### src/hdl/rtp_pkg.sv
package rtp_pkg;

    localparam int END_W   = 13;
    localparam int VAL_W   = 64;
    localparam int RADIX_W = 6;

    // configuration register indexes
    localparam logic REG_RADIX       = 1'b0;
    localparam logic REG_PREFIX_MODE = 1'b1;

    // character codes
    localparam logic [7:0] CH_ZERO  = 8'h30;
    localparam logic [7:0] CH_NINE  = 8'h39;
    localparam logic [7:0] CH_MINUS = 8'h2d;
    localparam logic [7:0] CH_PLUS  = 8'h2b;
    localparam logic [7:0] CH_X_LO  = 8'h78;
    localparam logic [7:0] CH_X_UP  = 8'h58;
    localparam logic [7:0] CH_B_LO  = 8'h62;
    localparam logic [7:0] CH_HASH  = 8'h23;
    localparam logic [7:0] CH_O_LO  = 8'h6f;
    localparam logic [7:0] CH_H_LO  = 8'h68;
    localparam logic [7:0] CH_A_UP  = 8'h41;
    localparam logic [7:0] CH_Z_UP  = 8'h5a;
    localparam logic [7:0] CH_A_LO  = 8'h61;
    localparam logic [7:0] CH_Z_LO  = 8'h7a;
    localparam logic [7:0] CH_SPACE = 8'h20;
    localparam logic [7:0] CH_TAB   = 8'h09;
    localparam logic [7:0] CH_CR    = 8'h0d;
    localparam logic [7:0] CH_NUL   = 8'h00;
    localparam logic [7:0] UP_OFS   = 8'd55;
    localparam logic [7:0] LO_OFS   = 8'd87;

    // classified character
    typedef struct packed {
        logic [5:0] dval;
        logic       dinv;
        logic       is_space;
        logic       is_minus;
        logic       is_plus;
        logic       is_zero;
        logic       is_x_any;
        logic       is_x_lo;
        logic       is_b;
        logic       is_o;
        logic       is_hash;
        logic       is_h;
        logic       is_nul;
    } t_cls;

    typedef struct packed {
        t_cls cls;
        logic last;
    } t_qitem;

    localparam t_cls CLS_NUL = '{dval: 6'd0, dinv: 1'b1, is_nul: 1'b1, default: 1'b0};

    // engine phases
    localparam logic [2:0] PH_WS     = 3'd0;
    localparam logic [2:0] PH_SIGNED = 3'd1;
    localparam logic [2:0] PH_ZERO   = 3'd2;
    localparam logic [2:0] PH_DIGITS = 3'd3;
    localparam logic [2:0] PH_DONE   = 3'd4;

    // prefix selection codes
    localparam logic [2:0] SEL_START = 3'd0;
    localparam logic [2:0] SEL_ZERO  = 3'd1;
    localparam logic [2:0] SEL_MAIN  = 3'd2;
    localparam logic [2:0] SEL_HEX   = 3'd3;
    localparam logic [2:0] SEL_OPEN  = 3'd4;

    // digit status codes
    localparam logic [1:0] ST_NONE = 2'd0;
    localparam logic [1:0] ST_DIG  = 2'd1;
    localparam logic [1:0] ST_OVF  = 2'd2;

endpackage

### src/hdl/rtp_queue.sv
module rtp_queue (
    input  logic             i_clk,
    input  logic             i_rst_n,
    input  logic             i_push,
    input  rtp_pkg::t_qitem  i_item,
    input  logic             i_pop,
    output logic             o_full,
    output logic             o_valid,
    output rtp_pkg::t_qitem  o_item
);

    rtp_pkg::t_qitem r_mem [2];
    logic            r_wr;
    logic            r_rd;
    logic [1:0]      r_cnt;

    always_ff @(posedge i_clk) begin
        if (i_push) begin
            r_mem[r_wr] <= i_item;
        end
    end

    always_ff @(posedge i_clk) begin
        if (!i_rst_n) begin
            r_wr  <= 1'b0;
            r_rd  <= 1'b0;
            r_cnt <= 2'd0;
        end else begin
            if (i_push) begin
                r_wr <= ~r_wr;
            end
            if (i_pop) begin
                r_rd <= ~r_rd;
            end
            r_cnt <= r_cnt + 2'(i_push) - 2'(i_pop);
        end
    end

    assign o_full  = (r_cnt == 2'd2);
    assign o_valid = (r_cnt != 2'd0);
    assign o_item  = r_mem[r_rd];

endmodule

### config.mk
export PLATFORM = sky130hd
export DESIGN_NAME = rtp_queue
export DESIGN_NICKNAME = d
export VERILOG_FILES = /design/src/hdl/rtp_pkg.sv /design/src/hdl/rtp_queue.sv
export SDC_FILE = /design/constraint.sdc
export NUM_CORES = 1
export LEC_CHECK = 0
export BUFFER_PORTS_ARGS = -buffer_cell sky130_fd_sc_hd__buf_2
export CORE_ASPECT_RATIO = 0.8
export CORE_UTILIZATION = 55
export DETAILED_ROUTE_END_ITERATION = 8
export PLACE_DENSITY = 0.83
export SLEW_MARGIN = 20
export SYNTH_ARGS = -nofsm -noshare
export SYNTH_HDL_FRONTEND = slang
export SYNTH_SLANG_ARGS = --single-unit
### constraint.sdc
create_clock -name i_clk -period 5 [get_ports i_clk]
set_clock_uncertainty 0.15 [all_clocks]
set_input_delay 0.5 -clock i_clk [delete_from_list [all_inputs] [get_ports i_clk]]
set_output_delay 0.5 -clock i_clk [all_outputs]
set_load 0.03 [all_outputs]
=== Word-level counts from Yosys, hierarchy flattened ===
Memory sizes are Yosys's and may differ from the RTL's. A register that Yosys moved wholly into a read port is not among the register bits.
Index checks and enable logic that the tools add are counted.

* Flip-flop bits (word level): 4
* RAM bits: 38
* Output and inout bits: 21
* Memories: 1

{| class="wikitable"
|+ Memory list
! memory !! words !! bits a word !! rd ports !! clocked after Yosys merged registers in !! wr ports !! RTL line !! text
|-
| r_mem || 2 || 19 || 1 || 1 || 1 || rtp_queue.sv:12 || <nowiki>rtp_pkg::t_qitem r_mem [2];</nowiki>
|}

* $add $sub $neg: 2
* Eq/ne operators: 1
* Multiplexer cells: 4
* Bitwise logic cells: 2
* Reductions and logical operators: 1

{| class="wikitable"
|+ Operator list
! operator !! number
|-
| $mux W1 || 4
|-
| $add A2 B1 Y2 || 1
|-
| $eq A2 B2 Y1 const B || 1
|-
| $not A1 Y1 || 2
|-
| $reduce_bool A2 Y1 || 1
|-
| $sub A2 B1 Y2 || 1
|}

=== Depth between registers and ports, before layout ===
* Depth after elaboration: 3
* Mapped depth: 6
* Gate-level depth less buffers: 6

=== Worst setup path after synthesis ===
Ideal clock, no wire load.

* Kind: input port to flip-flop
* Start point: input i_push
* End point: memory r_mem[0][0] (netlist name), enable pin
* Setup time: 0.398 ns
* Data arrival time: 1.423 ns
* Path slack: 3.029 ns
* Cell stages on the path: 1
* Path buffers: 0
* Cell sequence: nor2b_1

* Longest elaborated chain between the ends: 2

{| class="wikitable"
|+ Ends and longest elaborated chain
! item !! RTL line !! text
|-
| start: declaration || rtp_queue.sv:4 || <nowiki>input logic i_push,</nowiki>
|-
| $mux W1 || rtp_queue.sv:18 || <nowiki>if (i_push) begin</nowiki>
|-
| $mux W1 (not written as such) || rtp_queue.sv:19 || <nowiki>r_mem[r_wr] <= i_item;</nowiki>
|-
| end: declaration || rtp_queue.sv:12 ||
|}

Every way passes these cells.

==> metrics.txt <==
initial core utilization=approximately three fifths; Routed WL=between 2000 and 2500 um; CTS sink count=between 40 and 50; Placed Area=1890 um2; Avg WL per Cell=15.0 um; fin area=1990 um2; post-synthesis mux area share=between 10% and 20%; layout net count=approximately 150; Clock transition at path regs=0.08 ns; Max Slew Vio Count=0; largest cells by area after synthesis=edfxtp_1 69%, mux2_4 9.1%, mux2_2 6.1%, dfxtp_1 6.1%, and2_1 1.5%; Netlist cell types=14; via count=between 800 and 900; Synthesized Nets=around 110; achievable frequency=about 400 MHz; Post-Synthesis Cells=80; TNS Setup=0 ns; number of global-route vias before repair=773; Post-DP HPWL=about 1700 um; Worst-Margin Slew=0.985 ns; outcome=complete, no violations; main combinational cell family by area after synthesis=multiplexers; Post-Synth Simple-Gate Area=3.41%; CTS Root Cell=clkbuf_8; Longest Clk Path Bufs=2; chip width=63.3 um; peak supply drop=about 0.00028 V; Synth Area in Compound Gates=less than 1%; Buffers on Ports=43; Period Utilization, post-route=roughly 50%; Critical Path AT=around 1.9 ns; Synth Area per Inst=20.6 um2; Static Leak=0.799 nW; Hold Path Class=in -> reg; Setup Fix Bufs, Post-CTS=0; final setup vio count=0; # diodes=0; fraction of layout cells with a size suffix above 1=between 50 and 60%; drt drc=0; CORE AREA=between 2000 and 3000 um2; RSZ-0062 raised after global routing=false; cts repair resizes=0; io pins=between 40 and 50; final hold vios=0; GP Congestion=around 0.62; worst setup path category=reg -> out; share of the synthesized area in the top cell type=69.1%; CP required=about 4.4 ns; final core occ=a little under three quarters; XOR/XNOR Fraction of Synth Area=~1.9%; vias per inst=4.94; Final ANT Viol Nets=0; register bit total from synthesis=between 40 and 50; worst-skew pair later-pin latency=0.28 ns; worst-case hold slack=0.245 ns; Seq/Total Area, Yosys=roughly 75%; Hold-fix buffers, CTS=0; Rel. slew slack=about a third; # rows=17; Initial DRC Count=7; power per cell area=just over 400 nW/um2; Layout area overhead=20.6%; cell taking the most area after synthesis=edfxtp_1; cts bufs inserted=5; die footprint=3230 um2; crit path capture type=primary output; htree depth=2; CTS tree=built; largest net degree at the start of global routing=21; Post-Synth Adder-Cell Area=under 10%; GRT overflow=0; antenna violations before repair=0; total power=between 0.0008 and 0.0009 W; CP Max Fanout=19; Die Span Y=around 51 um; CP Launch Type=flop; first-pass GRT wire length=3680 um; max-cap violation count=0; Period minus WS final=2.50 ns; mapped cell area=1650 um2; Synth warnings=0; DRT Pass-1 Iters=4; GR Util All Layers=approximately 17%
where the power goes:
part	internal [W]	leakage (nW)	total (W)	switching (W)
combinational	0.0000558	0.348	0.000127	0.0000708
clock	0.000149	0.0524	0.000255	0.000105
sequential	0.000415	0.398	0.000429	0.0000149
placed cells by master (no fill, tap or decap):
master and count:
buf_2 43, edfxtp_1 38, mux2_4 10, mux2_2 9, dfxtp_1 5, clkbuf_8 5
and2_1 4, nor2b_1 3, inv_1 2, ha_1 2, clkbuf_1 2, or2_2 1
xor2_1 1, nor2b_2 1, o21a_1 1, xnor3_1 1, bufinv_16 1
area by class of cell:
class	count	area (um2)
Clock buffer	7	76.3
Clock inverter	1	30.0
Fill cell	198	816
Inverter	2	7.51
Multi-Input combinational cell	33	374
Sequential cell	43	1240
Tap cell	38	47.5
Timing Repair Buffer	43	215
through the flow:
stage	cells	worst slack (ns)
6_report	167	2.50
5_1_grt	167	2.37
4_1_cts	167	2.46
3_5_place_dp	159	2.78
3_3_place_gp	159	2.78
2_1_floorplan	80	3.03
critical path, stage by stage (launching register included):
cell and delay [ns]:
dfxtp_1 0.97, mux2_2 0.42, buf_2 0.18
layer usage:
| metal | up-vias | track usage, % | wire [um] |
|---|---|---|---|
| met2 | 25 | 28.0 | 1310 |
| met5 | - | 0 | 0 |
| met4 | 0 | 6.82 | 31 |
| li1 | 395 | - | - |
| met3 | 5 | 8.26 | 121 |
| met1 | 400 | 18.5 | 1040 |
cells in the mapped netlist:
cell,count
o21a_1,1
xnor3_1,1
xor2_1,1
or2_2,1
mux2_2,9
mux2_4,10
and2_1,4
ha_1,2
inv_1,2
edfxtp_1,38
buf_6,1
buf_12,1
nor2b_1,4
dfxtp_1,5
state kept, by name (all words and copies together), names as in the netlist, named ones only:
| signal | cells |
|---|---|
| r_cnt | 2 |
| r_mem | 38 |
| r_rd | 1 |
| r_wr | 1 |
logic make-up (layout without fill, tap and decap cells):
| group | after synthesis | in the layout |
|---|---|---|
| flip-flops | 43 | 43 |
| multiplexers | 19 | 19 |
| AND/OR/NAND/NOR | 9 | 9 |
| buffers and inverters | 4 | 53 |
| adder cells (fa/ha/maj) | 2 | 2 |
| XOR/XNOR | 2 | 2 |
| AO/OA/AOI/OAI | 1 | 1 |
worst paths after layout:
kind | start | end | slack [ns] | cells past startpoint
max | flop | o_item[18] | 2.50 | 2
min reg2reg | r_rd$_SDFFE_PN0P_ | r_rd$_SDFFE_PN0P_ | 0.44 | 2
max reg2reg | r_wr$_SDFFE_PN0P_ | r_mem[0][12]$_DFFE_PP_ | 3.37 | 1
min | i_item[13] | r_mem[0][13]$_DFFE_PP_ | 0.24 | 1
Power figures use the tool's default switching activity.
