===== config.mk =====
export PLATFORM = sky130hd
export DESIGN_NAME = rtp_front
export DESIGN_NICKNAME = d
export VERILOG_FILES = /design/src/hdl/rtp_pkg.sv /design/src/hdl/rtp_front.sv
export SDC_FILE = /design/constraint.sdc
export NUM_CORES = 1
export LEC_CHECK = 0
export BUFFER_PORTS_ARGS = -buffer_cell sky130_fd_sc_hd__buf_4
export CAP_MARGIN = 10
export CORE_MARGIN = 2
export CORE_UTILIZATION = 37
export DETAILED_ROUTE_END_ITERATION = 8
export PLACE_DENSITY = 0.7
export SYNTH_ARGS = -nofsm -noshare
export SYNTH_HDL_FRONTEND = slang
export SYNTH_SLANG_ARGS = --single-unit

===== constraint.sdc =====
create_clock -name vclk -period 3.49
set_input_delay 0.1745 -clock vclk [all_inputs]
set_output_delay 0.1745 -clock vclk [all_outputs]
set_load 0.01 [all_outputs]

===== src/hdl/rtp_pkg.sv =====
package rtp_pkg;

    localparam int END_W   = 13;
    localparam int VAL_W   = 64;
    localparam int RADIX_W = 6;

    // configuration register indexes
    localparam logic REG_RADIX       = 1'b0;
    localparam logic REG_PREFIX_MODE = 1'b1;

    // character codes
    localparam logic [7:0] CH_ZERO  = 8'h30;
    localparam logic [7:0] CH_NINE  = 8'h39;
    localparam logic [7:0] CH_MINUS = 8'h2d;
    localparam logic [7:0] CH_PLUS  = 8'h2b;
    localparam logic [7:0] CH_X_LO  = 8'h78;
    localparam logic [7:0] CH_X_UP  = 8'h58;
    localparam logic [7:0] CH_B_LO  = 8'h62;
    localparam logic [7:0] CH_HASH  = 8'h23;
    localparam logic [7:0] CH_O_LO  = 8'h6f;
    localparam logic [7:0] CH_H_LO  = 8'h68;
    localparam logic [7:0] CH_A_UP  = 8'h41;
    localparam logic [7:0] CH_Z_UP  = 8'h5a;
    localparam logic [7:0] CH_A_LO  = 8'h61;
    localparam logic [7:0] CH_Z_LO  = 8'h7a;
    localparam logic [7:0] CH_SPACE = 8'h20;
    localparam logic [7:0] CH_TAB   = 8'h09;
    localparam logic [7:0] CH_CR    = 8'h0d;
    localparam logic [7:0] CH_NUL   = 8'h00;
    localparam logic [7:0] UP_OFS   = 8'd55;
    localparam logic [7:0] LO_OFS   = 8'd87;

    // classified character
    typedef struct packed {
        logic [5:0] dval;
        logic       dinv;
        logic       is_space;
        logic       is_minus;
        logic       is_plus;
        logic       is_zero;
        logic       is_x_any;
        logic       is_x_lo;
        logic       is_b;
        logic       is_o;
        logic       is_hash;
        logic       is_h;
        logic       is_nul;
    } t_cls;

    typedef struct packed {
        t_cls cls;
        logic last;
    } t_qitem;

    localparam t_cls CLS_NUL = '{dval: 6'd0, dinv: 1'b1, is_nul: 1'b1, default: 1'b0};

    // engine phases
    localparam logic [2:0] PH_WS     = 3'd0;
    localparam logic [2:0] PH_SIGNED = 3'd1;
    localparam logic [2:0] PH_ZERO   = 3'd2;
    localparam logic [2:0] PH_DIGITS = 3'd3;
    localparam logic [2:0] PH_DONE   = 3'd4;

    // prefix selection codes
    localparam logic [2:0] SEL_START = 3'd0;
    localparam logic [2:0] SEL_ZERO  = 3'd1;
    localparam logic [2:0] SEL_MAIN  = 3'd2;
    localparam logic [2:0] SEL_HEX   = 3'd3;
    localparam logic [2:0] SEL_OPEN  = 3'd4;

    // digit status codes
    localparam logic [1:0] ST_NONE = 2'd0;
    localparam logic [1:0] ST_DIG  = 2'd1;
    localparam logic [1:0] ST_OVF  = 2'd2;

endpackage


===== src/hdl/rtp_front.sv =====
module rtp_front (
    input  logic             i_valid,
    input  logic [7:0]       i_char_code,
    input  logic             i_last,
    input  logic             i_q_full,
    output logic             o_stall,
    output logic             o_push,
    output rtp_pkg::t_qitem  o_item
);

    rtp_pkg::t_cls cls;
    logic [7:0]    c;

    always_comb begin
        c = i_char_code;
        cls = '0;
        cls.dinv = 1'b1;
        if (c >= rtp_pkg::CH_ZERO && c <= rtp_pkg::CH_NINE) begin
            cls.dval = 6'(c - rtp_pkg::CH_ZERO);
            cls.dinv = 1'b0;
        end else if (c >= rtp_pkg::CH_A_UP && c <= rtp_pkg::CH_Z_UP) begin
            cls.dval = 6'(c - rtp_pkg::UP_OFS);
            cls.dinv = 1'b0;
        end else if (c >= rtp_pkg::CH_A_LO && c <= rtp_pkg::CH_Z_LO) begin
            cls.dval = 6'(c - rtp_pkg::LO_OFS);
            cls.dinv = 1'b0;
        end
        cls.is_space = (c == rtp_pkg::CH_SPACE) || (c >= rtp_pkg::CH_TAB && c <= rtp_pkg::CH_CR);
        cls.is_minus = (c == rtp_pkg::CH_MINUS);
        cls.is_plus  = (c == rtp_pkg::CH_PLUS);
        cls.is_zero  = (c == rtp_pkg::CH_ZERO);
        cls.is_x_lo  = (c == rtp_pkg::CH_X_LO);
        cls.is_x_any = (c == rtp_pkg::CH_X_LO) || (c == rtp_pkg::CH_X_UP);
        cls.is_b     = (c == rtp_pkg::CH_B_LO);
        cls.is_o     = (c == rtp_pkg::CH_O_LO);
        cls.is_hash  = (c == rtp_pkg::CH_HASH);
        cls.is_h     = (c == rtp_pkg::CH_H_LO);
        cls.is_nul   = (c == rtp_pkg::CH_NUL);
    end

    assign o_stall     = i_q_full;
    assign o_push      = i_valid && !i_q_full;
    assign o_item.cls  = cls;
    assign o_item.last = i_last;

endmodule


# ---- After elaboration in Yosys (flattened, before gate mapping)
# Index checks and enable logic that the tools add are counted.
dict set report word_totals {
  register_bits 0
  in_bits 11
  out_inout_bits 21
  word_cells 33
}
dict set report op_classes {
  n_addsub 3
  order_cmp 8
  n_eq_ne 10
  n_mux 3
  reduce_logical 9
}
# op n
set ops {}
lappend ops {{8-bit by 6-bit equality test with 1-bit output (second input constant)} 5}
lappend ops {{8-bit by 7-bit equality test with 1-bit output (second input constant)} 5}
lappend ops {{7-bit 2-to-1 mux} 3}
lappend ops {{8-bit by 7-bit >= comparator with 1-bit output (second input constant)} 2}
lappend ops {{8-bit by 7-bit less-or-equal comparator with 1-bit output (second input constant)} 2}
lappend ops {{6-bit subtractor (second input constant)} 2}
lappend ops {{8-bit by 4-bit >= comparator with 1-bit output (second input constant)} 1}
lappend ops {{8-bit by 6-bit >= comparator with 1-bit output (second input constant)} 1}
lappend ops {{8-bit by 4-bit less-or-equal comparator with 1-bit output (second input constant)} 1}
lappend ops {{8-bit by 6-bit less-or-equal comparator with 1-bit output (second input constant)} 1}
lappend ops {{8-bit zero test} 1}
lappend ops {{6-bit by 5-bit subtractor with 6-bit output (second input constant)} 1}
lappend ops {{1-bit logical AND} 5}
lappend ops {{1-bit logical OR} 2}
lappend ops {{1-bit zero test} 1}

# ---- Longest topological paths before layout
dict set report logic_depth {
  ltp_word 5
  mapped_depth 7
  depth_no_buf 7
}

# ---- Worst setup path before layout
# OpenSTA, ideal clock, no wires.
dict set report synth_path {
  path_type {input-to-output}
  start {in i_char_code[0]}
  end {out o_item[16] (netlist name)}
  t_arrival_ns 1.573
  required_time_ns 3.316
  slack_ns 1.742
  stages 7
  n_path_buf 0
  cell_sequence {inv_1 > ha_1 > or4b_4 > a21oi_2 > o32ai_2 > a21boi_1 > a21o_1}
}
# element line_no
set synth_lines {}
lappend synth_lines {{start, declared} rtp_front.sv:3} ;# input logic [7:0] i_char_code,
lappend synth_lines {{end, declared} rtp_front.sv:8} ;# output rtp_pkg::t_qitem o_item

==> impl_metrics.env <==
export IMPL_synth_most_common_cell="sky130_fd_sc_hd__nor2_1"
export IMPL_grt_start_max_net_pins=18
export IMPL_timing_worst_slew_pin_value_ps=470
export IMPL_layout_area_overhead_vs_synth_pct=39.3
export IMPL_insertedDiodeCount=0
export IMPL_path_max_fanout=8
export IMPL_syn_area_per_cell_um2=6.33
export IMPL_preCtsSetupSlack_ps=1370
export IMPL_antenna_left=0
export IMPL_timing_critical_path_from_type="primary input"
export IMPL_i_o_pins=32
export IMPL_post_route_cells_drive_above_1_share=0.313
export IMPL_total_wirelength_mm=1.54
export IMPL_timing_hold_violations_final=0
export IMPL_drv_cap=0
export IMPL_die_height_um=42.6
export IMPL_synth_top_cells_by_area="sky130_fd_sc_hd__ha_1 18%, sky130_fd_sc_hd__nor2_1 8.2%, sky130_fd_sc_hd__nand2_1 6.1%"
export IMPL_vdd_ir_drop_max_mv=0.0491
export IMPL_hold_worst_slack_ps=349
export IMPL_timing_critical_path_arrival_ps=1950
export IMPL_critical_path_required_ps=3320
export IMPL_overflow_after_grt=0
export IMPL_worst_slew_margin_rel=0.687
export IMPL_cell_repeated_most_along_the_worst_path="sky130_fd_sc_hd__buf_4"
export IMPL_vias_per_cell=5.50
export IMPL_number_of_distinct_library_cells_after_synthesis=32
export IMPL_grt_pass1_vias=554
export IMPL_outcome="completed"
export IMPL_layout_clock_buffers=0
export IMPL_worst_path_max_delay_cell="sky130_fd_sc_hd__or4b_4"
export IMPL_core_area_um2=1350
export IMPL_hpwl_after_detailed_placement_mm=1.21
export IMPL_ctsResizeCount=0
export IMPL_total_leakage_power_nw=0.365
export IMPL_rows=13
export IMPL_route_detailed_wl_per_inst_um=12.1
export IMPL_yosysTopAreaCellShare=0.182
export IMPL_cts_post_setup_buffers_inserted=0
export IMPL_final_min_period_over_clock_period=0.610
export IMPL_final_setup_viol_count=0
export IMPL_floorplan_die_area_um2=1810
export IMPL_holdPathStages=0
export IMPL_synthesis_area_um2=551
export IMPL_initial_core_util=0.408
export IMPL_syn_nets=106
export IMPL_drc_errors=0
export IMPL_syn_instance_count=87
export IMPL_timing_setup_tns_ps=0
export IMPL_drt_pre_antenna_iters=4
export IMPL_buffer_ports_inserted=30
export IMPL_synthesis_yosys_warnings=0
export IMPL_critPathMaxStageDelay_ps=490
export IMPL_layout_min_cycle_time_ps=2130
export IMPL_post_cts_hold_buffer_count=0
export IMPL_grt_setup_unrepaired="false"
export IMPL_grt_antenna_before_repair=0
export IMPL_layout_setup_ws_ps=1360
export IMPL_criticalPathCategory="in -> out"
export IMPL_drt_first_iter_violations=8
export IMPL_ys_top_cells_by_count="12 x sky130_fd_sc_hd__nor2_1, 9 x sky130_fd_sc_hd__nand2_1, 8 x sky130_fd_sc_hd__ha_1, 8 x sky130_fd_sc_hd__inv_1, 6 x sky130_fd_sc_hd__a21oi_1"
export IMPL_worst_setup_path_end_kind="output pin"
export IMPL_grt_pass1_wl_mm=2.52
export IMPL_pwr_density_cell_nw_per_um2=93.7
export IMPL_area_sequential_um2=0
export IMPL_finalMaxSlewViolations=0
export IMPL_yosys_area_top_type="sky130_fd_sc_hd__ha_1"
export IMPL_path_cells="buf_4, inv_1, ha_1, or4b_4, a21oi_2, o32ai_2, a21boi_1, a21o_1, buf_4"
export IMPL_vias=698
export IMPL_holdCritPathClass="in -> out"
export IMPL_synth_yosys_seq_area_share=0
export IMPL_gpl_final_weighted_congestion=0.723
export IMPL_dieWidth_um=42.6
export IMPL_nets=133
export IMPL_timing_fmax_ghz=0.470
export IMPL_grt_util_all_layers=0.163
export IMPL_design_seq_count=0
placed cells by master (no fill, tap or decap), types with 2 or more instances in the layout:
master,netlist,final
sky130_fd_sc_hd__inv_1,8,8
sky130_fd_sc_hd__nor2_1,12,12
sky130_fd_sc_hd__nor3_1,3,3
sky130_fd_sc_hd__o21ai_0,4,4
sky130_fd_sc_hd__a21oi_1,6,6
sky130_fd_sc_hd__nand2b_1,2,2
sky130_fd_sc_hd__nand4bb_1,2,2
sky130_fd_sc_hd__nand3b_1,3,3
sky130_fd_sc_hd__buf_4,2,30
sky130_fd_sc_hd__nand3_1,2,2
sky130_fd_sc_hd__nor4_1,3,3
sky130_fd_sc_hd__and2_1,2,2
sky130_fd_sc_hd__nand2_1,9,9
sky130_fd_sc_hd__o211ai_1,2,2
sky130_fd_sc_hd__ha_1,8,8
sky130_fd_sc_hd__nand4_1,2,2
metrics by stage:
stage / instances / total power (W) / util / area (um2)
floorplan: 87 / 0.0000419 / - / 551
global placement: 127 / 0.0000707 / 0.568 / 767
detailed placement: 127 / 0.0000717 / 0.568 / 767
CTS: 127 / 0.0000720 / 0.568 / 767
global route: 127 / 0.0000798 / 0.568 / 767
finish: 127 / 0.0000719 / 0.568 / 767
cell type report:
| cell class | instances | area [um2] |
|---|---|---|
| tap | 15 | 18.8 |
| fill | 146 | 583 |
| multi-input combinational | 74 | 493 |
| inverter | 8 | 30.0 |
| timing repair buffer | 30 | 225 |
worst paths after layout:
check / start / endpoint / slack (ps)
setup / recovery: i_char_code[0] / o_item[16] / 1360
hold / removal: i_last / o_item[0] / 350
critical path, delay by kind of cell:
kind	cells	cell delay (ps)
AO/OA/AOI/OAI	4	660
AND/OR/NAND/NOR	1	490
buffers and inverters	3	370
adder cells (fa/ha/maj)	1	250
logic make-up (layout without fill, tap and decap cells):
family	after synthesis	after routing	share of synthesized area
AND/OR/NAND/NOR	46	46	0.459
adder cells (fa/ha/maj)	8	8	0.182
AO/OA/AOI/OAI	20	20	0.255
buffers and inverters	13	38	0.105
power breakdown:
group | internal, W | switching, W
Sequential | 0 | 0
Clock | 0 | 0
Combinational | 0.0000328 | 0.0000391
metal layers:
| metal | wire length, um | vias up | global-route usage | share of wire |
|---|---|---|---|---|
| li1 | - | 359 | - | - |
| met2 | 735 | 28 | 0.277 | 0.48 |
| met4 | 0 | 0 | 0 | 0 |
| met5 | 0 | - | 0 | 0 |
| met1 | 694 | 311 | 0.233 | 0.45 |
| met3 | 112 | 0 | 0.0172 | 0.073 |
Note: power is estimated with default switching activity, not from simulation.
